$ cat src/rtl/assert_macros.svh
// ----------------------------------------------------------------------------
// assert_macros.svh
// shared assertion macros, clocked on clk and disabled while arst_n is low
// ----------------------------------------------------------------------------
`ifndef ASSERT_MACROS_SVH
`define ASSERT_MACROS_SVH

// same-cycle implication
`define SDZ_ASSERT_NOW(label, ante, cons, msg) \
	label: assert property (@(posedge clk) disable iff (!arst_n) (ante) |-> (cons)) \
		else $error(msg);

// next-cycle implication
`define SDZ_ASSERT_NEXT(label, ante, cons, msg) \
	label: assert property (@(posedge clk) disable iff (!arst_n) (ante) |=> (cons)) \
		else $error(msg);

`endif

$ cat src/rtl/sdz_pkg.sv
// ----------------------------------------------------------------------------
// sdz_pkg
// types and constants shared by the stick dead zone controller and datapath
// ----------------------------------------------------------------------------
package sdz_pkg;

	// fixed point widths
	localparam int unsigned DZ_W    = 14;
	localparam int unsigned RAW_W   = 8;
	localparam int unsigned OUT_W   = 16;
	localparam int unsigned MUL_W   = 15;
	localparam int unsigned PROD_W  = 30;
	localparam int unsigned DEN_W   = 29;
	localparam int unsigned QUO_W   = 17;

	// dead zone reset, about 0.16 of full scale
	localparam logic [DZ_W-1:0] DZ_RESET = 14'd2621;
	// one in Q1.14, held in a multiplier operand
	localparam logic [MUL_W-1:0] Q14_ONE = 15'd16384;

	// last step index of the root and divide counters
	localparam logic [4:0] SQRT_LAST = 5'd14;
	localparam logic [4:0] DIV_LAST  = 5'd16;

	// configuration register indexes
	localparam logic CFG_LEFT_DZ  = 1'b0;
	localparam logic CFG_RIGHT_DZ = 1'b1;

	// event kinds
	typedef enum logic [1:0] {
		ACT_MOVE = 2'd0,
		ACT_DOWN = 2'd1,
		ACT_UP   = 2'd2
	} action_t;

	// controller states
	typedef enum logic [3:0] {
		ST_IDLE,
		ST_SQX,
		ST_SQY,
		ST_DZSQ,
		ST_TEST,
		ST_SQRT,
		ST_DEN,
		ST_MULA,
		ST_DIVI,
		ST_DIV,
		ST_SAT,
		ST_DONE
	} state_t;

	// datapath operations
	typedef enum logic [3:0] {
		OP_NONE,
		OP_LOAD,
		OP_SQX,
		OP_SQY,
		OP_DZSQ,
		OP_TEST,
		OP_SQRT,
		OP_DEN,
		OP_MULA,
		OP_DIVI,
		OP_DIV,
		OP_SAT,
		OP_OUT
	} dp_op_t;

	// controller to datapath
	typedef struct packed {
		dp_op_t     op;
		logic       axis;
		logic [3:0] step;
	} sdz_cmd_t;

	// datapath to controller
	typedef struct packed {
		logic skip;
	} sdz_status_t;

endpackage

$ cat src/rtl/stick_radial_deadzone_events_core.sv
// ----------------------------------------------------------------------------
// stick_radial_deadzone_events_core
// radial dead zone and down/move/up events for two analog sticks
// ----------------------------------------------------------------------------
// Usage:
//   Input channel (in_valid/in_ready) carries one 8-bit X/Y sample and the
//   stick it belongs to. Output channel (out_valid/out_ready) carries one
//   transaction per sample: the stick, both axes in signed Q2.14 after the
//   dead zone, and the event kind.
//   Config channel (cfg_valid/cfg_ready) writes the dead zone radius of
//   the left (index 0) or right (index 1) stick; it is always ready. The user
//   must write it only while no sample is in flight; the block does not enforce it.
//   A sample inside the dead zone or at center skips the root and the
//   divides; any other sample goes through the 15-step square root and
//   two 17-step restoring divides on one shared datapath. One sample is
//   worked on at a time: the next is accepted only after the last has
//   gone to the output register.
//   A finished result waits in its output register; the next sample is
//   accepted meanwhile and only its own completion waits for out_ready.
//   Reset sets both radii to 2621 (about 0.16) and marks every stick as
//   resting, so the first sample outside the dead zone gives DOWN.
// ----------------------------------------------------------------------------

module stick_radial_deadzone_events_core (
	input  logic               clk,
	input  logic               arst_n,
	input  logic               in_valid,
	output logic               in_ready,
	input  logic               stick,
	input  logic [7:0]         raw_horizontal,
	input  logic [7:0]         raw_vertical,
	output logic               out_valid,
	input  logic               out_ready,
	output logic               stick_tag,
	output logic signed [15:0] conditioned_horizontal,
	output logic signed [15:0] conditioned_vertical,
	output logic [1:0]         action,
	input  logic               cfg_valid,
	output logic               cfg_ready,
	input  logic               cfg_index,
	input  logic [13:0]        cfg_data
);

	sdz_pkg::sdz_cmd_t    cmd;
	sdz_pkg::sdz_status_t status;

	// configuration is taken at any time
	assign cfg_ready = 1'b1;

	// sequencer
	sdz_ctrl u_ctrl (
		.clk       (clk),
		.arst_n    (arst_n),
		.in_valid  (in_valid),
		.in_ready  (in_ready),
		.out_valid (out_valid),
		.out_ready (out_ready),
		.status    (status),
		.cmd       (cmd)
	);

	// arithmetic and state
	sdz_datapath u_datapath (
		.clk                    (clk),
		.arst_n                 (arst_n),
		.cmd                    (cmd),
		.status                 (status),
		.cfg_we                 (cfg_valid & cfg_ready),
		.cfg_index              (cfg_index),
		.cfg_data               (cfg_data),
		.stick                  (stick),
		.raw_horizontal         (raw_horizontal),
		.raw_vertical           (raw_vertical),
		.stick_tag              (stick_tag),
		.conditioned_horizontal (conditioned_horizontal),
		.conditioned_vertical   (conditioned_vertical),
		.action                 (action)
	);

endmodule

$ cat src/rtl/sdz_ctrl.sv
// ----------------------------------------------------------------------------
// sdz_ctrl
// sequencer for one stick sample: squares, dead zone test, root, two divides
// ----------------------------------------------------------------------------
`include "assert_macros.svh"

module sdz_ctrl (
	input  logic                clk,
	input  logic                arst_n,
	input  logic                in_valid,
	output logic                in_ready,
	output logic                out_valid,
	input  logic                out_ready,
	input  sdz_pkg::sdz_status_t status,
	output sdz_pkg::sdz_cmd_t    cmd
);

	sdz_pkg::state_t state_q, state_d;
	logic [4:0]      cnt_q, cnt_d;
	logic            axis_q, axis_d;
	logic            out_valid_q;

	// state, counter and axis registers
	always_ff @(posedge clk or negedge arst_n) begin
		if (!arst_n) begin
			state_q     <= sdz_pkg::ST_IDLE;
			cnt_q       <= '0;
			axis_q      <= 1'b0;
			out_valid_q <= 1'b0;
		end else begin
			state_q <= state_d;
			cnt_q   <= cnt_d;
			axis_q  <= axis_d;
			if (cmd.op == sdz_pkg::OP_OUT) begin
				out_valid_q <= 1'b1;
			end else if (out_ready) begin
				out_valid_q <= 1'b0;
			end
		end
	end

	// next state and datapath command
	always_comb begin
		state_d  = state_q;
		cnt_d    = cnt_q;
		axis_d   = axis_q;
		cmd.op   = sdz_pkg::OP_NONE;
		cmd.axis = axis_q;
		cmd.step = cnt_q[3:0];
		case (state_q)
			sdz_pkg::ST_IDLE: begin
				if (in_valid) begin
					cmd.op  = sdz_pkg::OP_LOAD;
					state_d = sdz_pkg::ST_SQX;
				end
			end
			sdz_pkg::ST_SQX: begin
				cmd.op  = sdz_pkg::OP_SQX;
				state_d = sdz_pkg::ST_SQY;
			end
			sdz_pkg::ST_SQY: begin
				cmd.op  = sdz_pkg::OP_SQY;
				state_d = sdz_pkg::ST_DZSQ;
			end
			sdz_pkg::ST_DZSQ: begin
				cmd.op  = sdz_pkg::OP_DZSQ;
				state_d = sdz_pkg::ST_TEST;
			end
			sdz_pkg::ST_TEST: begin
				cmd.op = sdz_pkg::OP_TEST;
				cnt_d  = sdz_pkg::SQRT_LAST;
				state_d = status.skip ? sdz_pkg::ST_DONE : sdz_pkg::ST_SQRT;
			end
			sdz_pkg::ST_SQRT: begin
				cmd.op = sdz_pkg::OP_SQRT;
				if (cnt_q == '0) begin
					state_d = sdz_pkg::ST_DEN;
				end else begin
					cnt_d = cnt_q - 5'd1;
				end
			end
			sdz_pkg::ST_DEN: begin
				cmd.op  = sdz_pkg::OP_DEN;
				axis_d  = 1'b0;
				state_d = sdz_pkg::ST_MULA;
			end
			sdz_pkg::ST_MULA: begin
				cmd.op  = sdz_pkg::OP_MULA;
				state_d = sdz_pkg::ST_DIVI;
			end
			sdz_pkg::ST_DIVI: begin
				cmd.op  = sdz_pkg::OP_DIVI;
				cnt_d   = sdz_pkg::DIV_LAST;
				state_d = sdz_pkg::ST_DIV;
			end
			sdz_pkg::ST_DIV: begin
				cmd.op = sdz_pkg::OP_DIV;
				if (cnt_q == '0) begin
					state_d = sdz_pkg::ST_SAT;
				end else begin
					cnt_d = cnt_q - 5'd1;
				end
			end
			sdz_pkg::ST_SAT: begin
				cmd.op = sdz_pkg::OP_SAT;
				if (!axis_q) begin
					axis_d  = 1'b1;
					state_d = sdz_pkg::ST_MULA;
				end else begin
					state_d = sdz_pkg::ST_DONE;
				end
			end
			sdz_pkg::ST_DONE: begin
				// result register free or being emptied this cycle
				if (!out_valid_q || out_ready) begin
					cmd.op  = sdz_pkg::OP_OUT;
					state_d = sdz_pkg::ST_IDLE;
				end
			end
			default: begin
				state_d = sdz_pkg::ST_IDLE;
			end
		endcase
	end

	assign in_ready  = (state_q == sdz_pkg::ST_IDLE);
	assign out_valid = out_valid_q;

	// a new result only ever comes out of the done state
	`SDZ_ASSERT_NOW(a_rose_from_done, $rose(out_valid_q),
		$past(state_q) == sdz_pkg::ST_DONE, "result raised outside done state")
	// an unconsumed result is never overwritten
	`SDZ_ASSERT_NOW(a_no_overwrite, cmd.op == sdz_pkg::OP_OUT,
		!out_valid_q || out_ready, "result register overwritten while full")
	// divide starts with its full step count after its setup
	`SDZ_ASSERT_NEXT(a_div_len, state_q == sdz_pkg::ST_DIVI,
		state_q == sdz_pkg::ST_DIV && cnt_q == sdz_pkg::DIV_LAST, "divide not started")

endmodule

$ cat src/rtl/sdz_datapath.sv
// ----------------------------------------------------------------------------
// sdz_datapath
// dead zone registers, shared multiplier, root and divide units, event history
// ----------------------------------------------------------------------------
`include "assert_macros.svh"

module sdz_datapath (
	input  logic                 clk,
	input  logic                 arst_n,
	input  sdz_pkg::sdz_cmd_t    cmd,
	output sdz_pkg::sdz_status_t status,
	input  logic                 cfg_we,
	input  logic                 cfg_index,
	input  logic [13:0]          cfg_data,
	input  logic                 stick,
	input  logic [7:0]           raw_horizontal,
	input  logic [7:0]           raw_vertical,
	output logic                 stick_tag,
	output logic signed [15:0]   conditioned_horizontal,
	output logic signed [15:0]   conditioned_vertical,
	output logic [1:0]           action
);

	// configuration and history
	logic [sdz_pkg::DZ_W-1:0] left_dz_q, right_dz_q;
	logic [1:0]               prev_zero_q, old_zero_q;

	// sample registers
	logic                     stick_q;
	logic [7:0]               xmag_q, ymag_q;
	logic                     xneg_q, yneg_q;
	logic [sdz_pkg::DZ_W-1:0] dz_q;

	// arithmetic registers
	logic [sdz_pkg::PROD_W-1:0] prod_q;
	logic [15:0]                m2_q;
	logic [sdz_pkg::PROD_W-1:0] rad_q, root_q;
	logic [sdz_pkg::DEN_W-1:0]  den_q, rem_q;
	logic [sdz_pkg::QUO_W-1:0]  low_q, quo_q;
	logic                       ovf_q;
	logic signed [15:0]         qx_q, qy_q;

	// result registers
	logic                       tag_q;
	logic signed [15:0]         outx_q, outy_q;
	sdz_pkg::action_t           action_q;

	// combinational terms
	logic [sdz_pkg::MUL_W-1:0]  mul_a, mul_b;
	logic [sdz_pkg::PROD_W-1:0] mul_p;
	logic [sdz_pkg::PROD_W-1:0] m2_shift;
	logic [sdz_pkg::MUL_W-1:0]  mag;
	logic [7:0]                 amag;
	logic                       aneg;
	logic [sdz_pkg::PROD_W-1:0] sq_bit, sq_trial;
	logic [43:0]                num_full;
	logic [26:0]                num_hi;
	logic [sdz_pkg::PROD_W-1:0] div_sh;
	logic signed [15:0]         sat_val;
	logic                       cur_zero, prev_zero, old_zero;
	sdz_pkg::action_t           act_d;

	assign m2_shift = {m2_q, 14'b0};
	assign mag      = root_q[sdz_pkg::MUL_W-1:0];
	assign amag     = cmd.axis ? ymag_q : xmag_q;
	assign aneg     = cmd.axis ? yneg_q : xneg_q;

	// sample falls in the dead zone, or sits at center
	assign status.skip = (m2_shift < prod_q) || (m2_q == '0);

	// shared multiplier operand selection
	always_comb begin
		mul_a = '0;
		mul_b = '0;
		case (cmd.op)
			sdz_pkg::OP_SQX: begin
				mul_a = {7'b0, xmag_q};
				mul_b = {7'b0, xmag_q};
			end
			sdz_pkg::OP_SQY: begin
				mul_a = {7'b0, ymag_q};
				mul_b = {7'b0, ymag_q};
			end
			sdz_pkg::OP_DZSQ: begin
				mul_a = {1'b0, dz_q};
				mul_b = {1'b0, dz_q};
			end
			sdz_pkg::OP_DEN: begin
				mul_a = mag;
				mul_b = sdz_pkg::Q14_ONE - {1'b0, dz_q};
			end
			sdz_pkg::OP_MULA: begin
				mul_a = {amag, 7'b0};
				mul_b = mag - {1'b0, dz_q};
			end
			default: begin
				mul_a = '0;
				mul_b = '0;
			end
		endcase
	end

	assign mul_p = mul_a * mul_b;

	// root step, one result bit per cycle
	assign sq_bit   = sdz_pkg::PROD_W'(1) << {cmd.step, 1'b0};
	assign sq_trial = root_q + sq_bit;

	// rounded numerator and the part above the quotient bits
	assign num_full = {1'b0, prod_q[sdz_pkg::DEN_W-1:0], 14'b0} + {16'b0, den_q[28:1]};
	assign num_hi   = num_full[43:17];

	// restoring divide step
	assign div_sh = {rem_q, low_q[sdz_pkg::QUO_W-1]};

	// saturate the quotient with the axis sign
	always_comb begin
		if (aneg) begin
			if (ovf_q || quo_q > 17'd32768) begin
				sat_val = 16'sh8000;
			end else begin
				sat_val = signed'(16'(17'd0 - quo_q));
			end
		end else begin
			if (ovf_q || quo_q > 17'd32767) begin
				sat_val = 16'sh7FFF;
			end else begin
				sat_val = signed'(quo_q[15:0]);
			end
		end
	end

	// event kind from the per-stick zero history
	assign cur_zero  = (qx_q == '0) && (qy_q == '0);
	assign prev_zero = prev_zero_q[stick_q];
	assign old_zero  = old_zero_q[stick_q];

	always_comb begin
		if (cur_zero && prev_zero && !old_zero) begin
			act_d = sdz_pkg::ACT_UP;
		end else if (!cur_zero && prev_zero && old_zero) begin
			act_d = sdz_pkg::ACT_DOWN;
		end else begin
			act_d = sdz_pkg::ACT_MOVE;
		end
	end

	// configuration and history registers
	always_ff @(posedge clk or negedge arst_n) begin
		if (!arst_n) begin
			left_dz_q   <= sdz_pkg::DZ_RESET;
			right_dz_q  <= sdz_pkg::DZ_RESET;
			prev_zero_q <= 2'b11;
			old_zero_q  <= 2'b11;
		end else begin
			if (cfg_we) begin
				case (cfg_index)
					sdz_pkg::CFG_LEFT_DZ:  left_dz_q  <= cfg_data;
					sdz_pkg::CFG_RIGHT_DZ: right_dz_q <= cfg_data;
					default: ;
				endcase
			end
			if (cmd.op == sdz_pkg::OP_OUT) begin
				old_zero_q[stick_q]  <= prev_zero;
				prev_zero_q[stick_q] <= cur_zero;
			end
		end
	end

	// working registers
	always_ff @(posedge clk) begin
		case (cmd.op)
			sdz_pkg::OP_LOAD: begin
				stick_q <= stick;
				xneg_q  <= ~raw_horizontal[7];
				yneg_q  <= ~raw_vertical[7];
				xmag_q  <= raw_horizontal[7] ? {1'b0, raw_horizontal[6:0]}
					: 8'(8'h80 - raw_horizontal);
				ymag_q  <= raw_vertical[7] ? {1'b0, raw_vertical[6:0]}
					: 8'(8'h80 - raw_vertical);
				dz_q    <= stick ? right_dz_q : left_dz_q;
			end
			sdz_pkg::OP_SQX: begin
				prod_q <= mul_p;
			end
			sdz_pkg::OP_SQY: begin
				m2_q   <= prod_q[15:0];
				prod_q <= mul_p;
			end
			sdz_pkg::OP_DZSQ: begin
				m2_q   <= m2_q + prod_q[15:0];
				prod_q <= mul_p;
			end
			sdz_pkg::OP_TEST: begin
				rad_q  <= m2_shift;
				root_q <= '0;
				qx_q   <= '0;
				qy_q   <= '0;
			end
			sdz_pkg::OP_SQRT: begin
				if (rad_q >= sq_trial) begin
					rad_q  <= rad_q - sq_trial;
					root_q <= (root_q >> 1) + sq_bit;
				end else begin
					root_q <= root_q >> 1;
				end
			end
			sdz_pkg::OP_DEN: begin
				prod_q <= mul_p;
			end
			sdz_pkg::OP_MULA: begin
				// divisor is shared by both axes
				if (!cmd.axis) begin
					den_q <= prod_q[sdz_pkg::DEN_W-1:0];
				end
				prod_q <= mul_p;
			end
			sdz_pkg::OP_DIVI: begin
				rem_q <= {2'b0, num_hi};
				low_q <= num_full[16:0];
				ovf_q <= {2'b0, num_hi} >= den_q;
				quo_q <= '0;
			end
			sdz_pkg::OP_DIV: begin
				if (div_sh >= {1'b0, den_q}) begin
					rem_q <= sdz_pkg::DEN_W'(div_sh - {1'b0, den_q});
					quo_q <= {quo_q[15:0], 1'b1};
				end else begin
					rem_q <= div_sh[sdz_pkg::DEN_W-1:0];
					quo_q <= {quo_q[15:0], 1'b0};
				end
				low_q <= {low_q[15:0], 1'b0};
			end
			sdz_pkg::OP_SAT: begin
				if (cmd.axis) begin
					qy_q <= sat_val;
				end else begin
					qx_q <= sat_val;
				end
			end
			sdz_pkg::OP_OUT: begin
				tag_q    <= stick_q;
				outx_q   <= qx_q;
				outy_q   <= qy_q;
				action_q <= act_d;
			end
			default: ;
		endcase
	end

	assign stick_tag              = tag_q;
	assign conditioned_horizontal = outx_q;
	assign conditioned_vertical   = outy_q;
	assign action                 = action_q;

	// magnitude fits its operand once the root is done
	`SDZ_ASSERT_NOW(a_root_fits, cmd.op == sdz_pkg::OP_DEN,
		root_q[sdz_pkg::PROD_W-1:sdz_pkg::MUL_W] == '0, "root wider than 15 bits")
	// outside the dead zone the magnitude is never below the radius
	`SDZ_ASSERT_NOW(a_mag_ge_dz, cmd.op == sdz_pkg::OP_MULA,
		mag >= {1'b0, dz_q}, "magnitude below dead zone after test")

endmodule

$ cat config.mk
export PLATFORM = sky130hd
export DESIGN_NAME = stick_radial_deadzone_events_core
export DESIGN_NICKNAME = d
export VERILOG_FILES = /design/src/rtl/sdz_pkg.sv /design/src/rtl/stick_radial_deadzone_events_core.sv /design/src/rtl/sdz_ctrl.sv /design/src/rtl/sdz_datapath.sv
export VERILOG_INCLUDE_DIRS = /design/src /design/src/rtl
export SDC_FILE = /design/constraint.sdc
export NUM_CORES = 1
export LEC_CHECK = 0
export ABC_AREA = 0
export BUFFER_PORTS_ARGS = -buffer_cell sky130_fd_sc_hd__buf_2
export CAP_MARGIN = 15
export CORE_ASPECT_RATIO = 0.6
export CORE_MARGIN = 5
export CORE_UTILIZATION = 50
export CTS_CLUSTER_SIZE = 14
export DETAILED_ROUTE_END_ITERATION = 7
export PLACE_DENSITY = 0.66
export SLEW_MARGIN = 20
export SYNTH_ARGS = -nofsm -noshare
export SYNTH_HDL_FRONTEND = slang
export SYNTH_HIERARCHICAL = 1
export SYNTH_SLANG_ARGS = --single-unit
$ cat constraint.sdc
create_clock -name clk -period 12.9 [get_ports clk]
set_clock_uncertainty 0.05 [all_clocks]
set_input_delay 0 -clock clk [delete_from_list [all_inputs] [get_ports clk]]
set_output_delay 0 -clock clk [all_outputs]
set_load 0.02 [all_outputs]
==> flow_results.org, run 1 <==
** Global routing
- Largest net degree at the start of global routing :: 64
- Number of global-route vias before repair :: 22900
- For this run the aggregate overflow at the end of global routing stands at 0.
- Across every metal layer, demand over resource in global routing totals 0.254.
- Antenna violations before repair :: 1
- Wire length of the first global-routing pass :: 131000 um

** Critical path
- Cell count of the worst reg-to-reg path :: 37
- Cell at the slowest stage of the critical path :: sky130_fd_sc_hd__dfrtp_1
- Crit Path Category :: register to register
- Critical-path maximum fanout :: 19
- The largest single stage delay on the critical path is 0.77 ns.
- R2R Path Start :: u_ctrl/state_q[0]$_DFFE_PN0P_
- For the worst setup path, the data required time is 13.15 ns.
- Arrival time of data at the critical path endpoint :: 11.48 ns
- Reg-to-Reg End :: u_datapath/prod_q[29]$_DFFE_PP_
- In this run the register-to-register setup slack is 1.67 ns.
- STA classifies the critical path startpoint as a register.
- STA classifies the critical path endpoint as a register.
- By instance count, the cell type seen most on the critical path is sky130_fd_sc_hd__fa_1.

** Finish
- Antenna Diode Count :: 0
- The top cell types in the final layout, fill and taps aside, are sky130_fd_sc_hd__inv_1, sky130_fd_sc_hd__nand2_1, sky130_fd_sc_hd__edfxtp_1.
- The net count of the finished layout is 3707.
- Of the cells placed in the final design, the portion with a size suffix greater than 1 is 0.0832.
- The library cell used most frequently in the layout, excluding fill and tap cells, is sky130_fd_sc_hd__inv_1.
- Compared with the post-synthesis result, the final layout area differs by 9.88%.
- Number of cells in the finished layout apart from fillers :: 4027
- Fill cell count :: 5217

** STA
- Final setup violating endpoints :: 0
- Clock period minus worst slack :: 11.23 ns
- Final Cycle Share :: 0.870
- Max-slew violation total from the final report :: 0
- Max Freq :: 0.0891 GHz
- Worst slew margin :: 0.219
- Setup repair after global routing left no endpoint under its margin.
- Slew @ Worst Pin :: 1.16 ns
- Smallest hold slack :: 0.0772 ns
- The number of hold violations in the final report was 0.
- Setup_tns :: 0 ns

** Detailed routing
- Met3 routed WL :: 9990 um
- Number of nets with antenna violations after routing :: 0
- Number of optimization iterations in the first detailed-route pass :: 6
- Detailed routing inserted a total of 24200 vias.
- Using the TritonRoute via totals, the vias-per-cell ratio works out to 6.00.
- In this run the top signal layer used is met4.
- Routed length per placed instance :: 20.9 um
- Met2 routed WL :: 33000 um
- After detailed routing, the wire length on met1 is 39400 um.
- Sum of routed wire length over all layers :: 84000 um
- The detailed router finished its first iteration with 2522 violations.
- For this run, design rule violations remaining after detail routing come to 0.

** Yosys
- In the post-synthesis netlist, the biggest area contributors are sky130_fd_sc_hd__edfxtp_1, sky130_fd_sc_hd__ha_1, sky130_fd_sc_hd__fa_1.
- Post-synthesis cell type with the largest combined area :: sky130_fd_sc_hd__edfxtp_1
- The share of synthesized area in the top cell type comes to 0.300.
- Cell Area, Synth :: 29900 um^2
- Fraction of registers with async set or reset after synthesis :: 0.126
- Flop and latch count out of synthesis :: 342
- Share of the yosys chip area belonging to registers :: 0.337
- Number of distinct standard cells referenced by the synthesized netlist :: 83
- Top FF cell, synth :: sky130_fd_sc_hd__edfxtp_1
- In this run, synthesis inferred 299 flip-flops with an integrated enable.
- Counting every net in the synthesized netlist gives 3614.
- During synthesis, Yosys emitted a total of 6 warnings.
- Average cell area after synthesis :: 9.56 um^2
- Synthesis produced 3128 cells.

** Place
- Detailed Place HPWL :: 66000 um
- The count of buffers added on input and output ports is 73.
- Weighted congestion at the end of routability-driven global placement :: 0.981
- Including well taps, the total number of placed cells is 3914.

** Power and ir drop
- Worst IR drop on VDD :: 0.199 mV
- The share of total power dissipated in sequential elements is 0.258.
- Summed over all nets, the switching power comes to 4.26 mW.
- Cell area power density :: 260 nW/um^2
- Of the total power, the share spent switching nets is 0.498.
- The share of total power dissipated in combinational logic is 0.616.
- Cell internal pwr :: 4.30 mW
- Relative contribution of the clock network to total power :: 0.126
- For this design the static power due to leakage is 14.1 nW.

** Min path
- The worst hold path was traced through 4 stages.
- The startpoint identified for the worst hold timing path is cfg_valid.
- Worst-case hold path end point :: u_datapath/left_dz_q[12]$_DFFE_PN0P_
- The min-delay analysis places its worst path in the category input pin to register.

** Clocking
- Clock insertion delay at the later pin of the skew report :: 0.58 ns
- Gates resized during post-CTS repair numbered 0.
- Clock-pin slew was measured on the worst setup and hold paths at 0.07 ns.
- Counting every sink on the clock net gives 342.
- The H-tree was split into 2 levels.
- TritonCTS built the clock tree.
- In this run the clock root is driven by a sky130_fd_sc_hd__clkbuf_16.
- Deepest clock path buffer count :: 3
- Total CTS buffers :: 36

** Run status
- Result of the run :: completed

** Floorplan
- I/O pin count :: 75
- The initialized floorplan defines 69 standard-cell rows.
- The floorplan step defined a core boundary enclosing 59200 um^2.
- Horizontal extent of the die :: 326 um
- Effective utilization at floorplan :: 0.505
- Die outline area :: 64900 um^2
- The floorplan step set the die height to 199 um.

** Flow run
- Across the run, the number of max-cap violations was 0.
==> worst max-delay path by stage <==
stage / startpoint / to / slack [ns] / cells past startpoint
floorplan: u_ctrl/state_q[1]$_DFFE_PN0P_ / u_datapath/prod_q[29]$_DFFE_PP_ / 3.11 / 37
CTS: u_ctrl/state_q[0]$_DFFE_PN0P_ / u_datapath/prod_q[29]$_DFFE_PP_ / 1.80 / 38
detailed placement: u_ctrl/state_q[0]$_DFFE_PN0P_ / u_datapath/prod_q[29]$_DFFE_PP_ / 1.88 / 38
finish: u_ctrl/state_q[0]$_DFFE_PN0P_ / u_datapath/prod_q[29]$_DFFE_PP_ / 1.67 / 37
global placement: u_ctrl/state_q[0]$_DFFE_PN0P_ / u_datapath/prod_q[29]$_DFFE_PP_ / 2.16 / 38
global route: u_ctrl/state_q[0]$_DFFE_PN0P_ / u_datapath/prod_q[29]$_DFFE_PP_ / 1.03 / 37
==> cells in the mapped netlist, drive strengths merged (50+ instances only) <==
library cell    n
inv           320
nand2         315
edfxtp        299
nor2          285
ha            277
o21ai         185
fa            172
a21oi         167
xnor2          89
xor2           88
clkbuf         82
a21o           68
nor3           58
mux2           50
==> logic make-up (layout without fill, tap and decap cells) <==
group / count (synthesis) / after routing / synth area share
buf+inv: 422 / 540 / 0.0545
other cells: 1 / 1 / 0.000125
simple gates: 973 / 973 / 0.152
xor+xnor: 177 / 177 / 0.0518
flops: 342 / 342 / 0.337
compound gates: 699 / 699 / 0.149
fa+ha+maj: 449 / 449 / 0.231
mux: 65 / 65 / 0.0243
==> power by group through the flow <==
stage / clock (mW) / sequential, mW / combinational (mW)
global placement: 0 / 2.19 / 4.99
finish: 1.08 / 2.20 / 5.27
detailed placement: 0 / 2.20 / 5.13
floorplan: 0 / 2.01 / 3.84
CTS: 1.11 / 2.18 / 5.19
global route: 1.15 / 2.23 / 5.84
==> stage by stage <==
| stage | power (mW) | utilization | instance area, um^2 | worst slack (ns) |
|---|---|---|---|---|
| after detailed placement | 7.34 | 0.526 | 31100 | 1.88 |
| after global routing | 9.23 | 0.555 | 32900 | 1.03 |
| after CTS | 8.48 | 0.554 | 32800 | 1.80 |
| final | 8.56 | 0.555 | 32900 | 1.67 |
| after global placement | 7.18 | 0.525 | 31100 | 2.16 |
| after floorplan | 5.84 | - | 29900 | 3.11 |
==> sequential cells by signal, indices dropped and copies added (netlist names), 4 cells and up <==
register	flops
u_datapath/den_q	29
u_ctrl/state_q	4
u_ctrl/cnt_q	5
u_datapath/left_dz_q	14
u_datapath/low_q	17
u_datapath/ymag_q	8
u_datapath/conditioned_horizontal	16
u_datapath/right_dz_q	14
u_datapath/quo_q	17
u_datapath/qx_q	16
u_datapath/qy_q	16
u_datapath/rem_q	29
u_datapath/xmag_q	8
u_datapath/rad_q	30
u_datapath/dz_q	14
u_datapath/root_q	30
u_datapath/conditioned_vertical	16
u_datapath/prod_q	30
u_datapath/m2_q	16
==> layout make-up <==
| cell class | count | area, um^2 | share of cell area |
|---|---|---|---|
| multi-input cells | 2364 | 18300 | 0.556 |
| inverters | 320 | 1200 | 0.0366 |
| well taps | 781 | 977 | 0.0297 |
| clock inverters | 18 | 216 | 0.00659 |
| clock buffers | 45 | 970 | 0.0295 |
| flip-flops and latches | 342 | 10100 | 0.307 |
| repair buffers | 157 | 1130 | 0.0344 |
==> what timing repair did <==
action,4_1_cts,5_1_grt
hold endpoints to repair,80,11
buffers inserted,0,0
hold buffers,48,1
==> per-layer routing <==
layer / up-vias / track usage
li1: 11200 / -
met2: 1111 / 0.348
met4: 0 / 0.0539
met3: 116 / 0.0758
met1: 11700 / 0.395
met5: - / 0
==> critical path, delay by kind of cell (launching register included) <==
kind                     cells  cell delay [ns]
buffers and inverters        4             0.29
AND/OR/NAND/NOR              9             1.89
XOR/XNOR                     1             0.09
AO/OA/AOI/OAI               14             3.97
adder cells (fa/ha/maj)      9             3.87
flip-flops                   1             0.77
Power figures use the tool's default switching activity.
==> inputs of run 2 (changes only) <==
--- a/config.mk
+++ b/config.mk
@@ -11,10 +11,10 @@
 export CAP_MARGIN = 15
 export CORE_ASPECT_RATIO = 0.6
 export CORE_MARGIN = 5
-export CORE_UTILIZATION = 50
+export CORE_UTILIZATION = 60
 export CTS_CLUSTER_SIZE = 14
 export DETAILED_ROUTE_END_ITERATION = 7
-export PLACE_DENSITY = 0.66
+export PLACE_DENSITY = 0.77
 export SLEW_MARGIN = 20
 export SYNTH_ARGS = -nofsm -noshare
 export SYNTH_HDL_FRONTEND = slang
==> flow_results.org, run 2 (synthesis results as in run 1) <==
** STA
- The shortest clock period the worst path allows after layout came to 11.66 ns (was 11.23 ns).
- Number of endpoints with negative hold slack in the final report :: 13 (was 0)
- The total negative slack for setup checks came to 0 ns (unchanged).
- The worst setup margin was 1.24 ns (was 1.67 ns).
- RSZ-0062 raised after global routing :: false (unchanged)
- Worst slew margin :: 0.230 (was 0.219)
- Max-slew violation total from the final report :: 0 (unchanged)
- Final setup violating endpoints :: 0 (unchanged)
- Max Freq :: 0.0858 GHz (was 0.0891 GHz)
- Smallest hold slack :: -0.0544 ns (was 0.0772 ns)
- Slew @ Worst Pin :: 1.15 ns (was 1.16 ns)
- The final critical-path share of the clock period was 0.904 (was 0.870).

** Detailed routing
- The total number of vias came to 24600 (was 24200).
- Final routed DRC violation total :: 0 (unchanged)
- Sum of routed wire length over all layers :: 82400 um (was 84000 um)
- The starting DRC count in detailed routing is 2536 (was 2522).
- The average wire length per cell after detail routing was 21.2 um (was 20.9 um).
- The number of optimization iterations in the first detailed-route pass is 6 (unchanged).
- The number of nets with antenna violations after detailed routing is 0 (unchanged).
- Vias/cell :: 6.32 (was 6.00)

** Global routing
- All-layer global routing usage :: 0.294 (was 0.254)
- Wire length of the first global-routing pass :: 128000 um (was 131000 um)
- The pin count of the biggest net entering global routing came to 67 (was 64).
- The initial antenna violation count is 2 (was 1).
- The via count of the first global-routing pass is 23100 (was 22900).
- Remaining global-route overflow :: 0 (unchanged)

** Critical path
- The stage delay of the slowest cell on the critical path came to 0.80 ns (was 0.77 ns).
- Crit path launch type :: register (unchanged)
- Cell at the slowest stage of the critical path :: sky130_fd_sc_hd__o22ai_1 (was sky130_fd_sc_hd__dfrtp_1)
- Critical-path maximum fanout :: 19 (unchanged)
- The capturing element type of the critical path is a register (unchanged).
- The kind of cell with the highest combined delay on the critical path was compound AO/OA/AOI/OAI gates (unchanged).
- Cell count of the worst reg-to-reg path :: 37 (unchanged)
- Buf/Inv on CP :: 4 (unchanged)
- Levels on crit path :: 37 (unchanged)
- The cell occurring most often along the worst timing path was sky130_fd_sc_hd__fa_1 (unchanged).
- The flop-to-flop setup slack came to 1.24 ns (was 1.67 ns).
- Worst endpoint required time :: 13.11 ns (was 13.15 ns)
- The critical path class was register to register (unchanged).
- The arrival time reported for the critical path endpoint is 11.88 ns (was 11.48 ns).

** Finish
- The number of standard cells in the layout, taps in and fillers out was 3890 (was 4027).
- The synthesis-to-layout area growth is 8.72% (was 9.88%).
- The share of final-layout standard cells stronger than drive strength 1 is 0.0833 (was 0.0832).
- Highest-count cells in the layout ignoring fill and taps: sky130_fd_sc_hd__inv_1, sky130_fd_sc_hd__nand2_1, sky130_fd_sc_hd__edfxtp_1 (unchanged).
- Registers with the most flip-flops: u_datapath/prod_q: 30 flops, u_datapath/rad_q: 30 flops, u_datapath/root_q: 30 flops (unchanged).
- The number of antenna diodes came to 0 (unchanged).
- The most common cell after layout, fill and taps aside was sky130_fd_sc_hd__inv_1 (unchanged).
- Total Nets Final :: 3700 (was 3707)

** Run status
- The final reports fail on negative hold slack.
- Result of the run: finished, violations left (was completed).

** Min path
- The class of the tightest hold or removal check was input pin to async pin (was input pin to register).

** Floorplan
- Horizontal extent of the die :: 298 um (was 326 um)
- The vertical extent of the die was 183 um (was 199 um).
- The full die area is 54500 um^2 (was 64900 um^2).
- The floorplan core area is 49300 um^2 (was 59200 um^2).
- The top-level port count came to 75 (unchanged).
- The count of standard-cell rows came to 63 (was 69).
- The initial cell density of the core is 0.606 (was 0.505).

** Clocking
- The number of clock buffers inserted by TritonCTS is 35 (was 36).
- Deepest clock path buffer count :: 3 (unchanged)
- Root buffer selected by CTS :: sky130_fd_sc_hd__clkbuf_16 (unchanged)
- The deepest level of the CTS H-tree came to 2 (unchanged).
- The clock slew seen by the registers of the worst setup and hold paths is 0.07 ns (about the same).
- Clock tree from TritonCTS :: yes (unchanged)
- The clock latency on the worst-skew pair came to 0.55 ns (was 0.58 ns).
- The number of sinks driven by the clock tree came to 342 (unchanged).
- The number of setup buffers added after CTS was 0 (unchanged).

** Place
- Total placed cells including tap cells :: 3787 (was 3914)
- The weighted congestion at the end of routability-driven global placement came to 0.983 (was 0.981).
- Worst slack at placement :: 1.61 ns (was 1.88 ns)
- Detailed Place HPWL :: 64100 um (was 66000 um)
- Buffers added on ports :: 73 (unchanged)

** Power and ir drop
- Leakage power :: 14.0 nW (was 14.1 nW)
- Worst IR drop on VDD :: 0.153 mV (was 0.199 mV)
- Cell area power density :: 262 nW/um^2 (was 260 nW/um^2)

** Flow run
- The number of maximum-capacitance constraint violations is 0 (unchanged).
-- run 2: cell types whose count changed in the layout (fill, tap and decap cells not counted), moves of 2 or more --
cell and change:
sky130_fd_sc_hd__clkinv_1 -3, sky130_fd_sc_hd__clkbuf_1 +2, sky130_fd_sc_hd__clkinvlp_4 +2, sky130_fd_sc_hd__dlygate4sd3_1 -9
sky130_fd_sc_hd__clkbuf_16 -2, sky130_fd_sc_hd__clkinv_2 +4, sky130_fd_sc_hd__buf_4 +4
-- run 2: repair_timing --
action                    CTS  global route
hold endpoints to repair   74             0
hold buffers               40             0
resized for setup           0             0
-- run 2: worst reg2reg max path, delay by kind of cell (launching register included) --
kind | cells | cell delay (ns)
xor+xnor | 1 | 0.08
buf+inv | 4 | 0.30
flops | 1 | 0.77
fa+ha+maj | 9 | 3.89
compound gates | 14 | 4.36
simple gates | 9 | 1.93
-- run 2: path summary, 6_finish.rpt --
path                                                    start                                         endpoint
worst min-delay path                                   arst_n                      u_ctrl/cnt_q[3]$_DFFE_PN0P_
max in group asynchronous                              arst_n              u_datapath/left_dz_q[8]$_DFFE_PN0P_
min in group clk                                    cfg_valid              u_datapath/left_dz_q[0]$_DFFE_PN1P_
worst max register to register  u_ctrl/state_q[0]$_DFFE_PN0P_                  u_datapath/prod_q[29]$_DFFE_PP_
worst min register to register  u_datapath/qx_q[15]$_DFFE_PP_  u_datapath/conditioned_horizontal[15]$_DFFE_PN_
worst max-delay path            u_ctrl/state_q[0]$_DFFE_PN0P_                  u_datapath/prod_q[29]$_DFFE_PP_
-- run 2: cell type report --
cell class / count / area [um^2]
Clock inverter: 20 / 200
Sequential cell: 342 / 10100
Clock buffer: 43 / 906
Inverter: 320 / 1200
Fill cell: 3891 / 16800
Tap cell: 650 / 813
Timing Repair Buffer: 151 / 1050
Multi-Input combinational cell: 2364 / 18300
-- run 2: power breakdown --
part	total [mW]	internal, mW	leakage [nW]	switching [mW]
combinational	5.29	1.90	10.2	3.40
clock	1.02	0.567	0.542	0.453
sequential	2.22	1.79	3.26	0.429
total	8.53	4.25	14.0	4.28
-- run 2: routing by layer --
metal	vias to the layer above	share of wire	GRT usage
li1	11200	-	-
met1	11900	0.44	0.450
met2	1369	0.40	0.401
met3	145	0.14	0.109
met4	0	0.019	0.0568
met5	-	0	0
-- run 2: per-stage QoR --
step | utilization | instance area (um^2) | power, mW
5_1_grt | 0.659 | 32500 | 9.17
6_report | 0.659 | 32500 | 8.53
3_3_place_gp | 0.628 | 31000 | 7.14
2_1_floorplan | - | 29900 | 5.84
4_1_cts | 0.659 | 32500 | 8.40
3_5_place_dp | 0.628 | 31000 | 7.33
